`src/rtl/nos_pkg.sv`:
```
// ----------------------------------------------------------------------------
// nos_pkg - shared types and constants for the note-off scheduler
// Entry layout, table sizing, mode and register codes.
// ----------------------------------------------------------------------------
`default_nettype none

package nos_pkg;

  localparam int CAPACITY = 16;
  localparam int CNT_W    = $clog2(CAPACITY + 1);
  localparam int IDX_W    = (CAPACITY > 1) ? $clog2(CAPACITY) : 1;

  localparam logic [6:0] RELEASE_VEL = 7'd64;

  localparam logic [7:0] NOTE_ON_RST  = 8'd1;
  localparam logic [7:0] NOTE_OFF_RST = 8'd2;

  typedef enum logic [1:0] {
    MODE_EVENT   = 2'd0,
    MODE_ADVANCE = 2'd1,
    MODE_LOCATE  = 2'd2,
    MODE_UNUSED  = 2'd3
  } mode_t;

  typedef enum logic {
    CFG_NOTE_ON  = 1'b0,
    CFG_NOTE_OFF = 1'b1
  } cfg_idx_t;

  typedef struct packed {
    logic [63:0] due_tick;
    logic [31:0] sink;
    logic [7:0]  note;
    logic [7:0]  chan;
  } entry_t;

endpackage

`default_nettype wire

```
`src/rtl/note_off_scheduler_core.sv`:
```
// ----------------------------------------------------------------------------
// note_off_scheduler_core - pending note-off table
// Stores note-offs in a one-port-write / one-port-read table and emits
// the due ones on an advance, compacting the survivors in place.
// ----------------------------------------------------------------------------
// Timing: event and locate words are absorbed at accept; a drop word strobes
//   the cycle after accept. An advance holds busy while the table is scanned;
//   each due entry waits in hold_r and strobes once the next due entry is
//   checked, the final one (last = 1) in the first cycle with busy low.
// Throughput: one table entry per cycle during a scan (single read port).
// Reset: synchronous, active low; clears count and scan control; results
//   cannot stall. Table contents stay undefined.
`default_nettype none

module note_off_scheduler_core (
  input  wire logic          clk,
  input  wire logic          rst_n,
  // command channel
  input  wire logic          start,
  output logic               busy,
  input  wire logic [1:0]    in_mode,
  input  wire logic [63:0]   in_tick,
  input  wire logic [7:0]    in_payload_tag,
  input  wire logic [31:0]   in_duration,
  input  wire logic [31:0]   in_sink_id,
  input  wire logic [7:0]    in_note,
  input  wire logic [7:0]    in_channel,
  // result channel
  output logic               out_valid,
  output logic [63:0]        out_due_tick,
  output logic [31:0]        out_off_sink,
  output logic [7:0]         out_off_channel,
  output logic [7:0]         out_off_note,
  output logic [7:0]         out_off_tag,
  output logic [6:0]         out_velocity,
  output logic               out_dropped,
  output logic               out_last,
  // configuration
  input  wire logic          cfg_valid,
  output logic               cfg_ready,
  input  wire nos_pkg::cfg_idx_t cfg_index,
  input  wire logic [7:0]    cfg_data
);

  import nos_pkg::*;

  typedef enum logic [1:0] {
    ST_IDLE = 2'b01,
    ST_SCAN = 2'b10
  } state_t;

  // table storage: written at one address, read registered at one address
  entry_t mem [CAPACITY];
  entry_t rd_data_r;

  logic             mem_we;
  logic [IDX_W-1:0] mem_waddr;
  entry_t           mem_wdata;
  logic             mem_re;
  logic [IDX_W-1:0] mem_raddr;

  // control
  state_t           state_r, state_nxt;
  logic [CNT_W-1:0] cnt_r, cnt_nxt;          // entries held
  logic [CNT_W-1:0] rd_idx_r, rd_idx_nxt;    // next entry to read
  logic [CNT_W-1:0] keep_r, keep_nxt;        // compaction write pointer
  logic             rd_pend_r, rd_pend_nxt;  // rd_data_r holds a fresh entry
  logic             hold_vld_r, hold_vld_nxt;
  entry_t           hold_r, hold_nxt;        // due entry waiting for its last flag
  logic [63:0]      tgt_r, tgt_nxt;          // advance target tick

  logic [7:0]       note_on_r, note_off_r;

  // result registers
  logic             out_valid_r, out_valid_nxt;
  entry_t           out_ent_r, out_ent_nxt;
  logic [7:0]       out_tag_r, out_tag_nxt;
  logic [6:0]       out_vel_r, out_vel_nxt;
  logic             out_drop_r, out_drop_nxt;
  logic             out_last_r, out_last_nxt;

  logic             accept;
  logic             issue;
  logic             due;
  entry_t           new_ent;

  assign accept    = start && (state_r == ST_IDLE);
  assign busy      = (state_r != ST_IDLE);
  assign cfg_ready = 1'b1;

  // incoming note-off: off time wraps modulo 2^64
  assign new_ent.due_tick = in_tick + {32'd0, in_duration};
  assign new_ent.sink     = in_sink_id;
  assign new_ent.note     = in_note;
  assign new_ent.chan     = in_channel;

  assign issue     = (rd_idx_r < cnt_r);
  assign mem_re    = (state_r == ST_SCAN) && issue;
  assign mem_raddr = rd_idx_r[IDX_W-1:0];
  assign due       = (rd_data_r.due_tick <= tgt_r);

  always_comb begin
    state_nxt     = state_r;
    cnt_nxt       = cnt_r;
    rd_idx_nxt    = rd_idx_r;
    keep_nxt      = keep_r;
    rd_pend_nxt   = 1'b0;
    hold_vld_nxt  = hold_vld_r;
    hold_nxt      = hold_r;
    tgt_nxt       = tgt_r;
    out_valid_nxt = 1'b0;
    out_ent_nxt   = out_ent_r;
    out_tag_nxt   = out_tag_r;
    out_vel_nxt   = out_vel_r;
    out_drop_nxt  = out_drop_r;
    out_last_nxt  = out_last_r;
    mem_we        = 1'b0;
    mem_waddr     = cnt_r[IDX_W-1:0];
    mem_wdata     = new_ent;

    unique case (state_r)
      ST_IDLE: begin
        if (accept) begin
          case (mode_t'(in_mode))
            MODE_EVENT: begin
              if (in_payload_tag == note_on_r && in_duration != 32'd0) begin
                if (cnt_r >= CNT_W'(CAPACITY)) begin
                  // table full: report the lost note
                  out_valid_nxt = 1'b1;
                  out_ent_nxt   = new_ent;
                  out_tag_nxt   = 8'd0;
                  out_vel_nxt   = 7'd0;
                  out_drop_nxt  = 1'b1;
                  out_last_nxt  = 1'b1;
                end else begin
                  mem_we  = 1'b1;
                  cnt_nxt = cnt_r + CNT_W'(1);
                end
              end
            end
            MODE_ADVANCE: begin
              state_nxt    = ST_SCAN;
              tgt_nxt      = in_tick;
              rd_idx_nxt   = '0;
              keep_nxt     = '0;
              hold_vld_nxt = 1'b0;
            end
            MODE_LOCATE: cnt_nxt = '0;
            default: ;
          endcase
        end
      end
      ST_SCAN: begin
        if (issue) begin
          rd_idx_nxt  = rd_idx_r + CNT_W'(1);
          rd_pend_nxt = 1'b1;
        end
        if (rd_pend_r) begin
          if (due) begin
            // previous due entry is not the last one: release it now
            if (hold_vld_r) begin
              out_valid_nxt = 1'b1;
              out_ent_nxt   = hold_r;
              out_tag_nxt   = note_off_r;
              out_vel_nxt   = RELEASE_VEL;
              out_drop_nxt  = 1'b0;
              out_last_nxt  = 1'b0;
            end
            hold_vld_nxt = 1'b1;
            hold_nxt     = rd_data_r;
          end else begin
            // survivor moves down; keep_r never passes the read pointer
            mem_we    = 1'b1;
            mem_waddr = keep_r[IDX_W-1:0];
            mem_wdata = rd_data_r;
            keep_nxt  = keep_r + CNT_W'(1);
          end
        end else if (!issue) begin
          // scan drained
          if (hold_vld_r) begin
            out_valid_nxt = 1'b1;
            out_ent_nxt   = hold_r;
            out_tag_nxt   = note_off_r;
            out_vel_nxt   = RELEASE_VEL;
            out_drop_nxt  = 1'b0;
            out_last_nxt  = 1'b1;
          end
          hold_vld_nxt = 1'b0;
          cnt_nxt      = keep_r;
          state_nxt    = ST_IDLE;
        end
      end
      default: state_nxt = ST_IDLE;
    endcase
  end

  // table
  always_ff @(posedge clk) begin
    if (mem_we) begin
      mem[mem_waddr] <= mem_wdata;
    end
    if (mem_re) begin
      rd_data_r <= mem[mem_raddr];
    end
  end

  // control
  always_ff @(posedge clk) begin
    if (!rst_n) begin
      state_r     <= ST_IDLE;
      cnt_r       <= '0;
      rd_idx_r    <= '0;
      keep_r      <= '0;
      rd_pend_r   <= 1'b0;
      hold_vld_r  <= 1'b0;
      out_valid_r <= 1'b0;
    end else begin
      state_r     <= state_nxt;
      cnt_r       <= cnt_nxt;
      rd_idx_r    <= rd_idx_nxt;
      keep_r      <= keep_nxt;
      rd_pend_r   <= rd_pend_nxt;
      hold_vld_r  <= hold_vld_nxt;
      out_valid_r <= out_valid_nxt;
    end
  end

  // payload
  always_ff @(posedge clk) begin
    hold_r     <= hold_nxt;
    tgt_r      <= tgt_nxt;
    out_ent_r  <= out_ent_nxt;
    out_tag_r  <= out_tag_nxt;
    out_vel_r  <= out_vel_nxt;
    out_drop_r <= out_drop_nxt;
    out_last_r <= out_last_nxt;
  end

  // configuration registers
  always_ff @(posedge clk) begin
    if (!rst_n) begin
      note_on_r  <= NOTE_ON_RST;
      note_off_r <= NOTE_OFF_RST;
    end else if (cfg_valid && cfg_ready) begin
      unique case (cfg_index)
        CFG_NOTE_ON:  note_on_r  <= cfg_data;
        CFG_NOTE_OFF: note_off_r <= cfg_data;
        default: ;
      endcase
    end
  end

  assign out_valid       = out_valid_r;
  assign out_due_tick    = out_ent_r.due_tick;
  assign out_off_sink    = out_ent_r.sink;
  assign out_off_channel = out_ent_r.chan;
  assign out_off_note    = out_ent_r.note;
  assign out_off_tag     = out_tag_r;
  assign out_velocity    = out_vel_r;
  assign out_dropped     = out_drop_r;
  assign out_last        = out_last_r;

endmodule

`default_nettype wire

```
`config.mk`:
```
export PLATFORM = sky130hd
export DESIGN_NAME = note_off_scheduler_core
export DESIGN_NICKNAME = d
export VERILOG_FILES = /design/src/rtl/nos_pkg.sv /design/src/rtl/note_off_scheduler_core.sv
export SDC_FILE = /design/constraint.sdc
export NUM_CORES = 2
export LEC_CHECK = 0
export BUFFER_PORTS_ARGS = -buffer_cell sky130_fd_sc_hd__clkbuf_2
export CAP_MARGIN = 20
export CORE_MARGIN = 2
export CORE_UTILIZATION = 37
export DETAILED_ROUTE_END_ITERATION = 10
export PLACE_DENSITY_LB_ADDON = 0.05
export SLEW_MARGIN = 20
export SYNTH_ARGS = -nofsm -noshare
export SYNTH_HDL_FRONTEND = slang
export SYNTH_SLANG_ARGS = --single-unit
```
`constraint.sdc`:
```
create_clock -name clk -period 20.6 [get_ports clk]
set_input_delay 1.03 -clock clk [delete_from_list [all_inputs] [get_ports clk]]
set_output_delay 1.03 -clock clk [all_outputs]
set_load 0.02 [all_outputs]
```
# Word-level counts from Yosys, hierarchy flattened
# Memory sizes are Yosys's and may differ from the RTL's. A register that Yosys moved wholly into a read port is not among the register bits.
# Cells that the tools add are included.
# totals
reg_bits,341
ram_bits,1792
inputBits,167
word_cells,163
memories,1
# classes
add_sub_neg,4
order_cmp,3
n_eq_ne,22
n_mux,92
bitwise,1
n_reduce_logical,18
# memory_table
name,words,width,read_ports,rd_clocked_by_memory_dff,wr,line_no,text
mem,16,112,1,1,1,note_off_scheduler_core.sv:53,entry_t mem [CAPACITY];
# ops
op,count
112-bit 2-to-1 mux,11
112-bit case mux with 2 select lines,1
64-bit by 32-bit adder with 64-bit output,1
64-bit <= comparator,1
8-bit 2-to-1 mux,8
7-bit 2-to-1 mux,8
5-bit 2-to-1 mux,10
5-bit case mux with 2 select lines,4
1-bit 2-to-1 mux,35
32-bit nonzero test,1
8-bit case mux with 2 select lines,1
"5-bit by 1-bit adder with 5-bit output, second input constant",3
"2-bit != test, second input constant",7
7-bit case mux with 2 select lines,1
7-bit AND reduction,2
4-bit 2-to-1 mux,3
"3-bit != test, second input constant",4
"2-bit by 1-bit != test with 1-bit output, second input constant",5
1-bit case mux with 2 select lines,5
5-bit AND reduction,2
8-bit == test,1
2-bit 2-to-1 mux,4
4-bit AND reduction,2
8-bit AND reduction,1
12 further kinds,19

# Depth between registers and ports, before layout
# logic_depth
depth_word,8
ltp_mapped,13
mapped_depth_nobuf,11

# Worst setup path after synthesis
# OpenSTA, ideal clock, no wires.
# synth_path
path_kind,register to register
from,register rd_data_r[49] (netlist name)
to,register out_ent_r (netlist bit out_due_tick[0]) (enable)
t_arrival_ns,10.345
setup_slack_ns,9.503
path_stages_with_launch,11
path_buffers,1
synth_period_minus_slack_ns,11.097
cell_sequence,edfxtp_1 ha_1 nor2b_1 o211ai_1 a2111oi_2 nor4b_1 o221a_2 and2_4 buf_6 o221ai_1 a211oi_1
# synth_via
elab_chain_len,3
# synth_lines
element,line_no,text
64-bit <= comparator,note_off_scheduler_core.sv:100,assign due = (rd_data_r.due_tick <= tgt_r);
3-bit != test (no source line),-,
7-bit AND reduction (no source line),-,
"end signal, assigned",note_off_scheduler_core.sv:232,out_ent_r <= out_ent_nxt;
"end, declared",note_off_scheduler_core.sv:76,"entry_t out_ent_r, out_ent_nxt;"
# No other way between the ends.
# A chain may end at the register's enable or synchronous reset.

# Worst setup path in the final report
# layout_path
from,register rd_data_r[70] (netlist name)
to,memory mem[15][71] (netlist bit) (enable)
# layout_via
elab_chain_len,6
# layout_lines
element,line_no,text
64-bit <= comparator *,note_off_scheduler_core.sv:100,
1-bit 2-to-1 mux,note_off_scheduler_core.sv:159,if (due) begin
1-bit 2-to-1 mux,note_off_scheduler_core.sv:158,if (rd_pend_r) begin
1-bit case mux with 2 select lines,note_off_scheduler_core.sv:121,unique case (state_r)
1-bit 2-to-1 mux,note_off_scheduler_core.sv:199,if (mem_we) begin
1-bit 2-to-1 mux (not written as such),note_off_scheduler_core.sv:200,mem[mem_waddr] <= mem_wdata;
"end, declared",note_off_scheduler_core.sv:53,
# Mark *: on every way between the ends. The rest lies on a longest branch, timed or not.

==> results_dict.tcl <==
set metrics [dict create \
    status "complete, no violations" \
    holdPathStages 1 \
    cts_resized 0 \
    dieArea_mm2 0.243 \
    fin_skew_ps 29.4 \
    cts.sinks 2245 \
    ys_ff_latch 2245 \
    cts_tree "built" \
    min_path_type "input port to flop" \
    drv_slew 0 \
    intPower_w 0.00784 \
    min-delay-start "in_tick[12]" \
    criticalPathCategory "flop to flop" \
    max_cap_viol_count 0 \
    setup_tns_ps 0 \
    worst_ep_required_time_ps 21080 \
    crit_path_max_fanout 74 \
    h-tree-depth 4 \
    pwr-share-comb 0.076 \
    post_cts_buffers 0 \
    finalCriticalPeriod_ps 6210 \
    regToRegSetupSlack_ps 14390 \
    cp_data_arrival_time_ps 6690 \
    hold_viol 0 \
    synthFlopType "edfxtp_1" \
    ys_warn_count 0 \
    antenna_found_initial 12 \
    dr.pass1.iters 5 \
    synth_area_mm2 0.0886 \
    avgSynthCellArea_um2 21.5 \
    powerDensity_mw_per_mm2 98.9 \
    ys_seq_area_frac 0.757 \
    wirelength_um 249000 \
    wl_per_cell_um 31.3 \
    dr.first_iter.drc_count 3572 \
    port_buffers 297 \
    hold_buffers 0 \
    fmax_ghz 0.161 \
    cts_buffers 238 \
    setup_violations 0 \
    core_mm2 0.238 \
    synth_cells 4125 \
    io_pins 299 \
    drive_gt1_frac 0.318 \
    final_util 0.429 \
    cp-start-kind "flop" \
    worstSetupEndpointType "flop" \
    synth_edf_count 2209 \
    synthArstFlopShare 0 \
    min_to "tgt_r[12]" \
    slew_headroom 0.216 \
    grt_first_pass_wirelength_um 352000 \
    final_nets 4856 \
    overflow 0 \
    pwr-share-clk 0.415 \
    leakagePower_nw 32.1 \
    r2r-start "rd_data_r[70]" \
    layout_common_cells "edfxtp_1 (2209), mux4_2 (560), clkbuf_2 (297)" \
    rows 179 \
    synthToLayoutAreaGrowth_pct 15.2 \
    switching_power_w 0.00226 \
    track_usage 0.204 \
    grt_start_max_net_pins 98 \
    final_common_cell "edfxtp_1" \
    switching_share 0.224 \
    synth_nets 4399 \
    rsz0062_at_grt "false" \
    max-vdd-ir-drop_mv 0.0706 \
    dp_hpwl_um 138000 \
    dieWidth_um 493 \
    via_per_inst 5.46 \
    postRouteAntennaNets 0 \
    path_clk_slew_ps 60 \
    die_y_um 493 \
    timing.final.crit_share 0.302 \
    vias 43400 \
    power.total_w 0.0101 \
    grt_pass1_vias 44900 \
    worst_slew_pin_slew_ps 1160 \
    rr_endpoint "mem[15][71]" \
    gp_congestion 0.798 \
    worstRegToRegCells 10 \
    drc 0 \
    root_buffer "clkbuf_16" \
    insertion_delay_ps 880 \
    clk_path_buf_depth 3 \
    seqPwrFrac 0.509 \
    initial_core_util 0.372 \
    ys_types 79 \
]
## per-stage QoR
stage	cell area (µm²)	instances	hold WS, ps	setup slack [ps]
floorplan	88600	4125	422	9500
global placement	94400	7504	424	14320
detailed placement	94500	7507	431	14250
CTS	102000	7948	306	14250
global route	102000	7951	334	14140
finish	102000	7952	389	14390
## power groups by stage
stage                     clock, W  combinational (W)  sequential [W]
final                      0.00419           0.000762         0.00514
after global routing       0.00448           0.000828         0.00514
after CTS                  0.00431           0.000784         0.00514
after detailed placement         0           0.000780         0.00524
after global placement           0           0.000780         0.00524
after floorplan                  0           0.000492         0.00525
## logic make-up after synthesis
logic type / after synthesis / synth area share
simple gates: 389 / 0.0216
other cells: 1 / 0.0000423
xor+xnor: 58 / 0.00573
compound gates: 304 / 0.0228
fa+ha+maj: 107 / 0.0152
flops: 2245 / 0.757
buf+inv: 275 / 0.0121
mux: 746 / 0.166
## cell type report
cell class | instances | area (µm²)
timing repair buffer | 401 | 2430
sequential | 2245 | 67100
clock inverter | 143 | 1360
tap | 3167 | 3960
clock buffer | 298 | 6190
antenna | 2 | 5.00
fill | 20600 | 136000
multi-input combinational | 1605 | 20700
inverter | 91 | 344
## worst max-delay path by stage
| stage | from | endpoint | slack [ps] | depth (start not counted) |
|---|---|---|---|---|
| 5_1_grt | rd_data_r[70] | mem[15][69] | 14140 | 10 |
| 3_3_place_gp | rd_data_r[69] | mem[15][69] | 14320 | 10 |
| 6_report | rd_data_r[70] | mem[15][71] | 14390 | 10 |
| 2_1_floorplan | rd_data_r[49] | out_due_tick[0] | 9500 | 10 |
| 4_1_cts | rd_data_r[70] | mem[15][74] | 14250 | 10 |
| 3_5_place_dp | rd_data_r[70] | mem[15][69] | 14250 | 10 |
## layer usage
| metal | GRT usage | up-vias | wire length, µm |
|---|---|---|---|
| li1 | - | 18300 | - |
| met1 | 0.298 | 23800 | 116000 |
| met2 | 0.326 | 1074 | 119000 |
| met3 | 0.0281 | 304 | 10200 |
| met4 | 0.0415 | 2 | 4110 |
| met5 | 0 | - | 11 |
## critical path: stages, from the launching register on
cell and delay [ps]:
edfxtp_1 420, ha_1 350, nand4_1 260, nor4_2 740, nand4_1 450, nand2_1 580, buf_4 410, o21ai_0 320
a22oi_2 730, buf_4 720, buf_12 610
## synthesized netlist by cell type (11+ instances only)
cell type	number	share of area
a21o_1	29	0.0025
nand2_1	129	0.0055
dfxtp_1	36	0.0081
a22oi_1	18	0.0015
and2_1	11	0.00078
edfxtp_1	2209	0.75
buf_2	20	0.0011
o211ai_1	15	0.0013
xnor2_1	33	0.0033
a21oi_1	84	0.0047
clkbuf_1	110	0.0047
nor2_1	76	0.0032
mux2_2	177	0.022
o21ai_0	45	0.0025
nor3_1	30	0.0017
ha_1	106	0.015
and3_1	11	0.00078
a31oi_1	32	0.0023
nor4_1	12	0.00085
buf_1	52	0.0022
nand4_1	29	0.0020
nand3_1	40	0.0023
inv_1	89	0.0038
mux4_2	560	0.14
xor2_1	25	0.0025
## sequential cells by signal (all words and copies together) (netlist names), 2 cells and up
register and flops:
mem 1792, state_r 2, keep_r 5, out_due_tick 64, out_off_sink 32, out_off_note 8, out_off_tag 8, out_off_channel 8
rd_data_r 112, tgt_r 64, out_velocity 7, cnt_r 5, note_off_r 8, hold_r 112, rd_idx_r 5, note_on_r 8
Note: power is estimated with default switching activity, not from simulation.
